===== src/hdl/itp_pkg.sv =====
// ----------------------------------------------------------------------------
// itp_pkg: shared types and constants of the time-of-day text parser
// Parse phases, field widths, character codes and time scale constants.
// ----------------------------------------------------------------------------
package itp_pkg;

  localparam int CHAR_W   = 8;
  localparam int FIELD_W  = 7;
  localparam int FRAC_W   = 20;
  localparam int PLACE_W  = 3;
  localparam int COUNT_W  = 2;
  localparam int DIGIT_W  = 4;
  localparam int SECS_W   = 17;
  localparam int MICROS_W = 37;

  localparam logic [CHAR_W-1:0] CHAR_COLON = 8'h3A;
  localparam logic [CHAR_W-1:0] CHAR_DOT   = 8'h2E;
  localparam logic [CHAR_W-1:0] CHAR_ZERO  = 8'h30;
  localparam logic [CHAR_W-1:0] CHAR_NINE  = 8'h39;
  localparam logic [CHAR_W-1:0] CHAR_SPACE = 8'h20;
  localparam logic [CHAR_W-1:0] CHAR_TAB   = 8'h09;
  localparam logic [CHAR_W-1:0] CHAR_CR    = 8'h0D;

  localparam logic [FIELD_W-1:0]  MAX_HOUR    = 7'd23;
  localparam logic [FIELD_W-1:0]  MAX_MIN_SEC = 7'd59;
  localparam logic [PLACE_W-1:0]  FRAC_DIGITS = 3'd6;
  localparam logic [COUNT_W-1:0]  MAX_DIGITS  = 2'd2;
  localparam logic [SECS_W-1:0]   SEC_PER_HOUR = 17'd3600;
  localparam logic [SECS_W-1:0]   SEC_PER_MIN  = 17'd60;
  localparam logic [MICROS_W-1:0] USEC_PER_SEC = 37'd1000000;
  localparam logic [MICROS_W-1:0] MICROS_LIMIT = 37'd86400000000;

  typedef enum logic [3:0] {
    PH_SKIP      = 4'd0,
    PH_HOUR      = 4'd1,
    PH_MIN_START = 4'd2,
    PH_MIN       = 4'd3,
    PH_SEC_START = 4'd4,
    PH_SEC       = 4'd5,
    PH_FRAC      = 4'd6,
    PH_DONE      = 4'd7,
    PH_FAIL      = 4'd8
  } parse_phase_t;

  // Fields of one finished string, handed from the scanner to the converter.
  typedef struct packed {
    logic               ok;
    logic [FIELD_W-1:0] hour;
    logic [FIELD_W-1:0] minute;
    logic [FIELD_W-1:0] second;
    logic [FRAC_W-1:0]  fraction;
  } itp_fields_t;

  // Weight of a fraction digit at a given place (first place is 100000).
  function automatic logic [SECS_W-1:0] frac_weight(input logic [PLACE_W-1:0] place);
    logic [SECS_W-1:0] w;
    unique case (place)
      3'd0:    w = 17'd100000;
      3'd1:    w = 17'd10000;
      3'd2:    w = 17'd1000;
      3'd3:    w = 17'd100;
      3'd4:    w = 17'd10;
      3'd5:    w = 17'd1;
      default: w = 17'd0;
    endcase
    return w;
  endfunction

endpackage


===== src/hdl/itp_in_if.sv =====
// ----------------------------------------------------------------------------
// itp_in_if: character channel of the time-of-day text parser
// Valid/ready channel carrying one text byte with presence and end marks.
// ----------------------------------------------------------------------------
interface itp_in_if;
  logic                        valid;
  logic                        ready;
  logic [itp_pkg::CHAR_W-1:0]  text_char;
  logic                        char_present;
  logic                        end_of_text;

  modport source (output valid, text_char, char_present, end_of_text, input ready);
  modport sink   (input valid, text_char, char_present, end_of_text, output ready);
endinterface


===== src/hdl/itp_out_if.sv =====
// ----------------------------------------------------------------------------
// itp_out_if: result channel of the time-of-day text parser
// Valid/ready channel carrying the parse flag and microseconds since midnight.
// ----------------------------------------------------------------------------
interface itp_out_if;
  logic                          valid;
  logic                          ready;
  logic                          parse_ok;
  logic [itp_pkg::MICROS_W-1:0]  time_micros;

  modport source (output valid, parse_ok, time_micros, input ready);
  modport sink   (input valid, parse_ok, time_micros, output ready);
endinterface


===== src/hdl/iso_time_text_parser.sv =====
// ----------------------------------------------------------------------------
// iso_time_text_parser: streaming parser for a time of day hh:mm:ss[.ffffff]
// Takes one character per transaction and returns one result per string.
// ----------------------------------------------------------------------------
// Throughput: one character transaction per cycle in every phase, unless the
//   input stalls as below. The result of a string passes from the field
//   register to the seconds register and then to the output register.
// Each stage holds while the next is full and not draining; once all three
//   stages hold results and the receiver stalls, the character input stalls.
// Reset (rst, synchronous): parser returns to the leading-space phase with all
//   fields zero and every pipeline stage empty.
// ----------------------------------------------------------------------------
module iso_time_text_parser (
  input  logic       clk,
  input  logic       rst,
  itp_in_if.sink     text_in,
  itp_out_if.source  result_out
);

  // Fields of a finished string travel from the scanner to the converter.
  logic                  fields_valid;
  logic                  fields_ready;
  itp_pkg::itp_fields_t  fields;

  // Scanner: phase machine over the characters; one string at a time, the
  // finished fields are parked in a register so the next string can begin
  // immediately.
  itp_scan u_scan (
    .clk          (clk),
    .rst          (rst),
    .text_in      (text_in),
    .fields_valid (fields_valid),
    .fields_ready (fields_ready),
    .fields       (fields)
  );

  // Converter: hours, minutes, seconds to seconds of the day in one stage,
  // then one constant multiply by a million plus the fraction into the
  // output register.
  itp_convert u_convert (
    .clk          (clk),
    .rst          (rst),
    .fields_valid (fields_valid),
    .fields_ready (fields_ready),
    .fields       (fields),
    .result_out   (result_out)
  );

endmodule


===== src/hdl/itp_scan.sv =====
// ----------------------------------------------------------------------------
// itp_scan: character scanner of the time-of-day text parser
// Phase machine over the text; registers the fields of each finished string.
// ----------------------------------------------------------------------------
module itp_scan (
  input  logic                 clk,
  input  logic                 rst,
  itp_in_if.sink               text_in,
  output logic                 fields_valid,
  input  logic                 fields_ready,
  output itp_pkg::itp_fields_t fields
);

  itp_pkg::parse_phase_t           phase, phase_next;
  logic [itp_pkg::COUNT_W-1:0]     digit_count, digit_count_next;
  logic [itp_pkg::FIELD_W-1:0]     hour_value, hour_value_next;
  logic [itp_pkg::FIELD_W-1:0]     minute_value, minute_value_next;
  logic [itp_pkg::FIELD_W-1:0]     second_value, second_value_next;
  logic [itp_pkg::FRAC_W-1:0]      fraction_value, fraction_value_next;
  logic [itp_pkg::PLACE_W-1:0]     fraction_place, fraction_place_next;

  logic                            accept;
  logic                            is_digit;
  logic                            is_blank;
  logic [itp_pkg::DIGIT_W-1:0]     digit;
  logic [itp_pkg::CHAR_W-1:0]      c;
  logic                            fields_ok;

  assign c        = text_in.text_char;
  assign is_digit = (c >= itp_pkg::CHAR_ZERO) && (c <= itp_pkg::CHAR_NINE);
  assign is_blank = (c == itp_pkg::CHAR_SPACE) ||
                    ((c >= itp_pkg::CHAR_TAB) && (c <= itp_pkg::CHAR_CR));
  assign digit    = is_digit ? itp_pkg::DIGIT_W'(c - itp_pkg::CHAR_ZERO) : '0;

  // Any item may enter while the field register is free or draining.
  assign text_in.ready = !fields_valid || fields_ready;
  assign accept        = text_in.valid && text_in.ready;

  // Append a digit to a one- or two-digit field.
  function automatic logic [itp_pkg::FIELD_W-1:0] shift_in(
    input logic [itp_pkg::FIELD_W-1:0] v,
    input logic [itp_pkg::DIGIT_W-1:0] d
  );
    logic [itp_pkg::FIELD_W+3:0] t;
    t = {4'd0, v} * 11'd10 + {7'd0, d};
    return t[itp_pkg::FIELD_W-1:0];
  endfunction

  always_comb begin
    phase_next          = phase;
    digit_count_next    = digit_count;
    hour_value_next     = hour_value;
    minute_value_next   = minute_value;
    second_value_next   = second_value;
    fraction_value_next = fraction_value;
    fraction_place_next = fraction_place;
    if (text_in.char_present) begin
      unique case (phase)
        itp_pkg::PH_SKIP: begin
          if (is_digit) begin
            hour_value_next  = itp_pkg::FIELD_W'(digit);
            digit_count_next = 2'd1;
            phase_next       = itp_pkg::PH_HOUR;
          end else if (!is_blank) begin
            phase_next = itp_pkg::PH_FAIL;
          end
        end
        itp_pkg::PH_HOUR: begin
          if (is_digit) begin
            if (digit_count >= itp_pkg::MAX_DIGITS) begin
              phase_next = itp_pkg::PH_FAIL;
            end else begin
              hour_value_next  = shift_in(hour_value, digit);
              digit_count_next = digit_count + 2'd1;
            end
          end else if (c == itp_pkg::CHAR_COLON) begin
            phase_next = itp_pkg::PH_MIN_START;
          end else begin
            phase_next = itp_pkg::PH_FAIL;
          end
        end
        itp_pkg::PH_MIN_START: begin
          if (is_digit) begin
            minute_value_next = itp_pkg::FIELD_W'(digit);
            digit_count_next  = 2'd1;
            phase_next        = itp_pkg::PH_MIN;
          end else begin
            phase_next = itp_pkg::PH_FAIL;
          end
        end
        itp_pkg::PH_MIN: begin
          if (is_digit) begin
            if (digit_count >= itp_pkg::MAX_DIGITS) begin
              phase_next = itp_pkg::PH_FAIL;
            end else begin
              minute_value_next = shift_in(minute_value, digit);
              digit_count_next  = digit_count + 2'd1;
            end
          end else if (c == itp_pkg::CHAR_COLON) begin
            phase_next = itp_pkg::PH_SEC_START;
          end else begin
            phase_next = itp_pkg::PH_FAIL;
          end
        end
        itp_pkg::PH_SEC_START: begin
          if (is_digit) begin
            second_value_next = itp_pkg::FIELD_W'(digit);
            digit_count_next  = 2'd1;
            phase_next        = itp_pkg::PH_SEC;
          end else begin
            phase_next = itp_pkg::PH_FAIL;
          end
        end
        itp_pkg::PH_SEC: begin
          if (is_digit) begin
            // A third seconds digit ends the parse but keeps the time.
            if (digit_count >= itp_pkg::MAX_DIGITS) begin
              phase_next = itp_pkg::PH_DONE;
            end else begin
              second_value_next = shift_in(second_value, digit);
              digit_count_next  = digit_count + 2'd1;
            end
          end else if (c == itp_pkg::CHAR_DOT) begin
            fraction_value_next = '0;
            fraction_place_next = '0;
            phase_next          = itp_pkg::PH_FRAC;
          end else begin
            phase_next = itp_pkg::PH_DONE;
          end
        end
        itp_pkg::PH_FRAC: begin
          if (is_digit) begin
            if (fraction_place < itp_pkg::FRAC_DIGITS) begin
              fraction_value_next = fraction_value + itp_pkg::FRAC_W'(
                {3'd0, itp_pkg::frac_weight(fraction_place)} * {16'd0, digit});
              fraction_place_next = fraction_place + 3'd1;
            end
          end else begin
            phase_next = itp_pkg::PH_DONE;
          end
        end
        itp_pkg::PH_DONE: begin
        end
        default: begin
          phase_next = itp_pkg::PH_FAIL;
        end
      endcase
    end
  end

  // Fraction never exceeds 999999, so only the phase and field ranges count.
  assign fields_ok = ((phase_next == itp_pkg::PH_SEC) || (phase_next == itp_pkg::PH_FRAC) ||
                      (phase_next == itp_pkg::PH_DONE)) &&
                     (hour_value_next <= itp_pkg::MAX_HOUR) &&
                     (minute_value_next <= itp_pkg::MAX_MIN_SEC) &&
                     (second_value_next <= itp_pkg::MAX_MIN_SEC);

  always_ff @(posedge clk) begin
    if (rst) begin
      fields_valid   <= 1'b0;
      phase          <= itp_pkg::PH_SKIP;
      digit_count    <= '0;
      hour_value     <= '0;
      minute_value   <= '0;
      second_value   <= '0;
      fraction_value <= '0;
      fraction_place <= '0;
    end else begin
      if (accept && text_in.end_of_text) begin
        fields_valid <= 1'b1;
      end else if (fields_ready) begin
        fields_valid <= 1'b0;
      end
      if (accept) begin
        if (text_in.end_of_text) begin
          // Hand off the finished string and rearm for the next one.
          fields.ok       <= fields_ok;
          fields.hour     <= hour_value_next;
          fields.minute   <= minute_value_next;
          fields.second   <= second_value_next;
          fields.fraction <= fraction_value_next;
          phase          <= itp_pkg::PH_SKIP;
          digit_count    <= '0;
          hour_value     <= '0;
          minute_value   <= '0;
          second_value   <= '0;
          fraction_value <= '0;
          fraction_place <= '0;
        end else begin
          phase          <= phase_next;
          digit_count    <= digit_count_next;
          hour_value     <= hour_value_next;
          minute_value   <= minute_value_next;
          second_value   <= second_value_next;
          fraction_value <= fraction_value_next;
          fraction_place <= fraction_place_next;
        end
      end
    end
  end

endmodule


===== src/hdl/itp_convert.sv =====
// ----------------------------------------------------------------------------
// itp_convert: time conversion of the time-of-day text parser
// Folds fields into seconds of the day, then scales to microseconds.
// ----------------------------------------------------------------------------
module itp_convert (
  input  logic                 clk,
  input  logic                 rst,
  input  logic                 fields_valid,
  output logic                 fields_ready,
  input  itp_pkg::itp_fields_t fields,
  itp_out_if.source            result_out
);

  logic                          secs_valid;
  logic                          secs_ready;
  logic                          secs_ok;
  logic [itp_pkg::SECS_W-1:0]    day_secs;
  logic [itp_pkg::FRAC_W-1:0]    frac;
  logic [itp_pkg::SECS_W-1:0]    day_secs_next;
  logic [itp_pkg::MICROS_W-1:0]  micros_next;

  logic                          out_valid;
  logic                          out_ok;
  logic [itp_pkg::MICROS_W-1:0]  out_micros;

  assign secs_ready   = !out_valid || result_out.ready;
  assign fields_ready = !secs_valid || secs_ready;

  assign day_secs_next = itp_pkg::SECS_W'(fields.hour)   * itp_pkg::SEC_PER_HOUR +
                         itp_pkg::SECS_W'(fields.minute) * itp_pkg::SEC_PER_MIN +
                         itp_pkg::SECS_W'(fields.second);

  assign micros_next = itp_pkg::MICROS_W'(day_secs) * itp_pkg::USEC_PER_SEC +
                       itp_pkg::MICROS_W'(frac);

  always_ff @(posedge clk) begin
    if (rst) begin
      secs_valid <= 1'b0;
      out_valid  <= 1'b0;
    end else begin
      if (fields_valid && fields_ready) begin
        secs_valid <= 1'b1;
        secs_ok    <= fields.ok;
        // Zero a failed parse here so the scaled result comes out as zero.
        day_secs   <= fields.ok ? day_secs_next : '0;
        frac       <= fields.ok ? fields.fraction : '0;
      end else if (secs_ready) begin
        secs_valid <= 1'b0;
      end
      if (secs_valid && secs_ready) begin
        out_valid  <= 1'b1;
        out_ok     <= secs_ok;
        out_micros <= micros_next;
      end else if (result_out.ready) begin
        out_valid <= 1'b0;
      end
    end
  end

  assign result_out.valid       = out_valid;
  assign result_out.parse_ok    = out_ok;
  assign result_out.time_micros = out_micros;

endmodule


===== src/flat_wrapper.sv =====
// flat-port wrapper written by rule: the top's interface ports become plain ports
module iso_time_text_parser_flat 
  (clk, rst, text_in_valid, text_in_text_char, text_in_char_present, text_in_end_of_text, text_in_ready, result_out_valid, result_out_parse_ok, result_out_time_micros, result_out_ready);
  itp_in_if text_in_i ();
  itp_out_if result_out_i ();
  input  logic clk;
  input  logic rst;
  input wire logic [$bits(text_in_i.valid)-1:0] text_in_valid;
  input wire logic [$bits(text_in_i.text_char)-1:0] text_in_text_char;
  input wire logic [$bits(text_in_i.char_present)-1:0] text_in_char_present;
  input wire logic [$bits(text_in_i.end_of_text)-1:0] text_in_end_of_text;
  output wire logic [$bits(text_in_i.ready)-1:0] text_in_ready;
  output wire logic [$bits(result_out_i.valid)-1:0] result_out_valid;
  output wire logic [$bits(result_out_i.parse_ok)-1:0] result_out_parse_ok;
  output wire logic [$bits(result_out_i.time_micros)-1:0] result_out_time_micros;
  input wire logic [$bits(result_out_i.ready)-1:0] result_out_ready;
  assign text_in_i.valid = text_in_valid;
  assign text_in_i.text_char = text_in_text_char;
  assign text_in_i.char_present = text_in_char_present;
  assign text_in_i.end_of_text = text_in_end_of_text;
  assign text_in_ready = text_in_i.ready;
  assign result_out_valid = result_out_i.valid;
  assign result_out_parse_ok = result_out_i.parse_ok;
  assign result_out_time_micros = result_out_i.time_micros;
  assign result_out_i.ready = result_out_ready;
  iso_time_text_parser u_core (.clk(clk), .rst(rst), .text_in(text_in_i), .result_out(result_out_i));
endmodule

===== config.mk =====
export PLATFORM = sky130hd
export DESIGN_NAME = iso_time_text_parser_flat
export DESIGN_NICKNAME = d
export VERILOG_FILES = /design/src/hdl/itp_pkg.sv /design/src/hdl/itp_in_if.sv /design/src/hdl/itp_out_if.sv /design/src/hdl/iso_time_text_parser.sv /design/src/hdl/itp_scan.sv /design/src/hdl/itp_convert.sv /design/src/flat_wrapper.sv
export SDC_FILE = /design/constraint.sdc
export NUM_CORES = 1
export LEC_CHECK = 0
export BUFFER_PORTS_ARGS = -buffer_cell sky130_fd_sc_hd__buf_2
export CAP_MARGIN = 20
export CORE_UTILIZATION = 39
export DETAILED_ROUTE_END_ITERATION = 10
export GPL_ROUTABILITY_DRIVEN = 0
export SLEW_MARGIN = 5
export SYNTH_ARGS = -nofsm -noshare
export SYNTH_HDL_FRONTEND = slang
export SYNTH_SLANG_ARGS = --single-unit
export TNS_END_PERCENT = 1

===== constraint.sdc =====
create_clock -name clk -period 6.29 [get_ports clk]
set_clock_uncertainty 0.2 [all_clocks]
set_input_delay 0.629 -clock clk [delete_from_list [all_inputs] [get_ports clk]]
set_output_delay 0.629 -clock clk [all_outputs]
set_load 0.02 [all_outputs]

---- Word-level counts from Yosys, hierarchy flattened ----
Cells that the tools add are included.
word-level totals
  bits of input ports ..................... 14
  output and inout bits ................... 40
  logic and storage cells ................. 171
  bits in registers ....................... 171
cells by class
  equality and inequality tests ........... 25
  reductions and logical operators ........ 33
  multiply operators ...................... 7
  $add $sub $neg .......................... 10
  order comparisons ....................... 9
  mux-type cells .......................... 66
  bitwise logic cells ..................... 1
operators by type and width
  cell                                                                    number
  20-bit two-way mux                                                      6
  7-bit two-way mux                                                       15
  17-bit case mux with 6 select lines                                     1
  17-bit two-way mux                                                      4
  4-bit two-way mux                                                       15
  7-bit case mux with 2 select lines                                      3
  20-bit case mux with 2 select lines                                     1
  37-bit by 20-bit adder with 37-bit output                               1
  4-bit case mux with 8 select lines                                      1
  17-bit by 14-bit multiplier with 31-bit output (second input constant)  1
  4-bit by 3-bit equality test with 1-bit output (second input constant)  7
  8-bit by 6-bit equality test with 1-bit output (second input constant)  3
  7-bit by 4-bit adder with 7-bit output                                  3
  7-bit by 3-bit multiplier with 6-bit output (second input constant)     3
  20-bit adder                                                            1
  17-bit by 4-bit multiplier with 20-bit output                           1
  3-bit two-way mux                                                       6
  17-bit by 13-bit adder with 17-bit output                               1
  17-bit by 7-bit adder with 17-bit output                                1
  3-bit != test (second input constant)                                   5
  7-bit by 6-bit <= comparator with 1-bit output (second input constant)  2
  7-bit by 8-bit multiplier with 13-bit output (second input constant)    1
  7-bit by 4-bit multiplier with 11-bit output (second input constant)    1
  2-bit two-way mux                                                       5
  32 further kinds                                                        63

---- Logic depth before layout (Yosys ltp) ----
  depth after elaboration ................. 13
  depth in mapped cells ................... 24
  depth with buffers taken out ............ 23

---- By module ----
From an unflattened synthesis, not the netlist that was laid out.
second synthesis, totals
  cell total of the unflattened synthesis .. 1,711
  area total of the unflattened synthesis .. 16,732.3 um^2
modules (own cells, without submodules)
  module       times used  area each (um^2)  seq. area each (um^2)  cells each
  itp_convert  1           9,242.6           2,322.2                869
  itp_scan     1           7,489.7           2,282.2                842

---- Least setup slack after synthesis ----
OpenSTA, ideal clock, no wires.
  path kind ............................... reg2reg
  start point ............................. reg u_core.u_convert.day_secs[1] (netlist name)
  end point ............................... reg u_core.u_convert.out_micros, in the netlist u_core.u_convert.result_out.time_micros[36], data pin
  library setup time ...................... 0.260 ns
  required time ........................... 5.830 ns
  arrival time ............................ 5.769 ns
  path slack .............................. 0.061 ns
  clock period less this slack ............ 6.229 ns
  stages on the path, launching flop included .. 23
  path through ............................ edfxtp_1 -> inv_1 -> fa_1 -> fa_1 -> inv_1 -> fa_1 -> inv_1 -> fa_1 -> inv_1 -> ha_1 -> inv_1 -> fa_1 -> inv_1 -> ha_1 -> nand4_2 -> or4_1 -> o2111ai_1 -> a21oi_1 -> o21ai_2 -> or3b_4 -> nand3b_4 -> nor3_2 -> xnor2_1
between the ends
  longest elaborated chain between the ends .. 2
ends and longest elaborated chain
  what                                            line               source
  start, declared                                 itp_convert.sv:17  logic [itp_pkg::SECS_W-1:0] day_secs;
  start signal, assigned                          itp_convert.sv:45  day_secs <= fields.ok ? day_secs_next : '0;
  17-bit by 14-bit multiplier with 31-bit output  itp_convert.sv:33  assign micros_next = itp_pkg::MICROS_W'(day_secs) * itp_pkg::USEC_PER_SEC +
  37-bit by 20-bit adder with 37-bit output       itp_convert.sv:33
  via u_core.u_convert.micros_next (one bit)      itp_convert.sv:20  logic [itp_pkg::MICROS_W-1:0] micros_next;
  end signal, assigned                            itp_convert.sv:53  out_micros <= micros_next;
  end, declared                                   itp_convert.sv:24  logic [itp_pkg::MICROS_W-1:0] out_micros;
The timed path passes the listed nets, and every way through them passes these cells.
A chain may end at the register's enable or synchronous reset.

---- Final worst setup path ----
  start point ............................. reg u_core.u_convert.day_secs[2] (netlist name)
  end point ............................... reg u_core.u_convert.out_micros, in the netlist u_core.u_convert.result_out.time_micros[36], data pin
The elaborated chain is that of the path after synthesis.

==> flow_metrics.env <==
export IMPL_grt_pass1_vias=12217
export IMPL_htreeDepth=4
export IMPL_grt_pass1_wl_um=59880
export IMPL_grt_max_degree=50
export IMPL_drt_iter0_drc=704
export IMPL_p_int_mw=3.170
export IMPL_core_mm2=0.04185
export IMPL_drc_errors=0
export IMPL_fmax_mhz=159.8
export IMPL_seqPwrFrac=0.253
export IMPL_cp_start_kind="flip-flop"
export IMPL_finalSetupViolations=0
export IMPL_vias=12222
export IMPL_required_ps=6280
export IMPL_cp_data_arrival_time_ps=6250
export IMPL_fp_dieW_um=207.9
export IMPL_crit_type="reg2reg"
export IMPL_dieArea_mm2=0.04324
export IMPL_cts_hold_buf=0
export IMPL_detail_route_wirelength_um=35800
export IMPL_final_hold_violation_count=0
export IMPL_layout_drive_gt1_share=0.1181
export IMPL_cp_slowest_cell="fa_2"
export IMPL_path_buf_inv=5
export IMPL_clk_pin_slew_ps=70
export IMPL_slew_headroom=0.3631
export IMPL_rsz0062_at_grt="yes"
export IMPL_ctsLongestPathBuffers=2
export IMPL_grt_usage=0.1700
export IMPL_p_per_area_mw_per_mm2=282.7
export IMPL_cp_max_fo=5
export IMPL_rows=75
export IMPL_pre_cts_slack_ps=-87.16
export IMPL_cp_slowest_stage_delay_ps=560
export IMPL_cts_root_buf="clkbuf_16"
export IMPL_async_reset_ff_frac=0
export IMPL_syn_area_per_cell_um2=9.684
export IMPL_maxCapViolCount=0
export IMPL_synthFlopType="edfxtp_1"
export IMPL_io_buffers=53
export IMPL_clk_latency_ps=450
export IMPL_via_per_inst=5.199
export IMPL_crit_top_cell="fa_1"
export IMPL_hold_slack_ps=226.0
export IMPL_cts_buffers=17
export IMPL_setup_slack_ps=33.98
export IMPL_pin_count=54
export IMPL_status="completed"
export IMPL_syn_area_mm2=0.01654
export IMPL_ys_warn_count=0
export IMPL_report_final_slew_viol_count=0
export IMPL_area_growth_pct=12.53
export IMPL_final_util=0.4448
export IMPL_worst_pin_slew_ps=955.3
export IMPL_endpoint_kind="flip-flop"
export IMPL_ir_worst_vdd_mv=0.2502
export IMPL_wl_per_cell_um=15.23
export IMPL_layout_min_cycle_time_ps=6256
export IMPL_antenna_cells=0
export IMPL_cp_top_family="adder cells"
export IMPL_cp_cell_sequence="buf_4, fa_2, fa_1, fa_1, fa_1, ha_1, inv_1, fa_1, inv_1, ha_4, or3_1, o211ai_1, buf_4, a311oi_4, buf_4, a211oi_4, nand3_2, or3b_4, nand3b_4, nor3_4, xnor2_1"
export IMPL_regArea_mm2=0.004604
export IMPL_ant_nets=0
export IMPL_overflow=0
export IMPL_postSynthCellCount=1708
export IMPL_power_share_switching=0.3975
export IMPL_hold_path_class="reg2reg"
export IMPL_multi_input_area_mm2=0.01106
export IMPL_antenna_found_initial=0
export IMPL_first_pass_iters=5
export IMPL_dp_cells=2305
export IMPL_nFillCells=4012
export IMPL_ys_types=75
export IMPL_die_height_um=207.9
export IMPL_switching_power_mw=2.091
export IMPL_pwr_share_clk=0.203
export IMPL_combPwrFrac=0.544
export IMPL_cts_tree="yes"
export IMPL_synth_ff_latch_count=171
export IMPL_clock_sinks=171
export IMPL_fin_crit_sh=0.9946
export IMPL_stdcell_count=2351
export IMPL_power_leakage_nw=8.300
export IMPL_start_util=0.3952
export IMPL_synth_edf_count=118
export IMPL_syn_num_nets=2084
export IMPL_yosysSeqAreaShare=0.2784
export IMPL_nets=2175
export IMPL_dp_hpwl_um=28510
==> synth_stat cells (all sizes together) (15+ instances only) <==
| cell type | instances | share of area |
|---|---|---|
| a21o | 29 | 0.013 |
| a21oi | 90 | 0.028 |
| a22oi | 35 | 0.016 |
| and2 | 46 | 0.017 |
| clkbuf | 43 | 0.0098 |
| dfxtp | 53 | 0.064 |
| edfxtp | 118 | 0.21 |
| fa | 122 | 0.15 |
| ha | 240 | 0.18 |
| inv | 240 | 0.054 |
| nand2 | 108 | 0.025 |
| nand3 | 25 | 0.0076 |
| nor2 | 133 | 0.030 |
| nor2b | 15 | 0.0057 |
| nor3 | 23 | 0.0076 |
| o21ai | 78 | 0.024 |
| o21bai | 22 | 0.010 |
| xnor2 | 88 | 0.047 |
| xor2 | 31 | 0.016 |
==> state kept, by name, summed over array words and instances (netlist names), 2 cells and up <==
register	flops
u_core.u_scan.minute_value	7
u_core.u_scan.hour_value	7
u_core.u_scan.second_value	7
u_core.u_scan.digit_count	2
u_core.u_scan.phase	4
u_core.u_convert.result_out.time_micros	37
u_core.u_scan.fields	42
u_core.u_convert.frac	20
u_core.u_scan.fraction_place	3
u_core.u_scan.fraction_value	20
u_core.u_convert.day_secs	17
==> layout make-up <==
class / count / area share
repair buffers: 120 / 0.04188
clock inverters: 15 / 0.009007
multi-input cells: 1249 / 0.5943
flip-flops and latches: 171 / 0.2474
inverters: 240 / 0.04840
well taps: 539 / 0.03623
clock buffers: 17 / 0.02285
==> kinds of logic after synthesis <==
family,after synthesis,share of synthesized area
flip-flops,171,0.2784
buffers and inverters,288,0.06573
multiplexers,6,0.003933
adder cells (fa/ha/maj),362,0.3292
XOR/XNOR,119,0.06301
AO/OA/AOI/OAI,354,0.1418
AND/OR/NAND/NOR,408,0.1179
==> repair_timing <==
action	4_1_cts	5_1_grt
pin swaps	3	37
setup endpoints to repair	4	9
setup buffers	2	12
gates resized for setup	11	40
==> metal layers <==
| metal | up-vias | share of wire | global-route usage |
|---|---|---|---|
| met5 | - | 0 | 0 |
| met4 | 0 | 0.019 | 0.04828 |
| met3 | 48 | 0.029 | 0.02189 |
| met2 | 231 | 0.49 | 0.2968 |
| met1 | 5900 | 0.47 | 0.2198 |
| li1 | 6043 | - | - |
==> metrics by stage <==
step / TNS [ps] / area, um^2 / total power, mW
2_1_floorplan: 0 / 16540 / 3.310
3_3_place_gp: -54.36 / 17710 / 3.925
3_5_place_dp: -153.0 / 17710 / 3.957
4_1_cts: 0 / 18390 / 5.129
5_1_grt: -578.1 / 18610 / 5.675
6_report: 0 / 18610 / 5.261
==> worst paths after layout <==
path / to / depth (start not counted) / startpoint / slack, ps
setup / recovery: u_core.u_convert.result_out.time_micros[36] / 21 / u_core.u_convert.day_secs[2] / 30
hold / removal: u_core.u_convert.result_out.time_micros[2] / 0 / u_core.u_convert.frac[2] / 230
setup reg to reg: u_core.u_convert.result_out.time_micros[36] / 21 / u_core.u_convert.day_secs[2] / 30
hold reg to reg: u_core.u_convert.result_out.time_micros[2] / 0 / u_core.u_convert.frac[2] / 230
==> cell usage in the layout, fill, tap and decap left out, types with 7 or more instances in the layout <==
cell / netlist / routed
nor2_1: 133 / 130
nor2b_1: 15 / 15
xnor2_1: 88 / 88
o21bai_1: 21 / 21
clkbuf_16: 0 / 17
nand3_1: 25 / 24
a21o_1: 29 / 29
edfxtp_1: 118 / 118
a21oi_1: 87 / 84
xor2_1: 31 / 30
buf_2: 4 / 53
ha_1: 240 / 236
dfxtp_1: 53 / 53
nand2b_1: 13 / 13
fa_1: 122 / 121
nand4_1: 12 / 12
a22o_1: 12 / 12
buf_4: 0 / 64
nand2_1: 108 / 108
inv_2: 0 / 7
a211oi_1: 10 / 9
inv_1: 240 / 233
o21a_1: 8 / 8
o21ai_1: 6 / 10
o21ai_0: 71 / 66
and3_1: 8 / 7
nor3_1: 21 / 16
a22oi_1: 35 / 35
and2_1: 45 / 45
==> power by group through the flow <==
stage          clock network (mW)  logic, mW  registers [mW]
2_1_floorplan                   0       1.94            1.37
3_3_place_gp                    0       2.57            1.36
3_5_place_dp                    0       2.60            1.36
4_1_cts                      1.09       2.70            1.33
5_1_grt                      1.14       3.21            1.33
6_report                     1.07       2.86            1.33
Note: power is estimated with default switching activity, not from simulation.
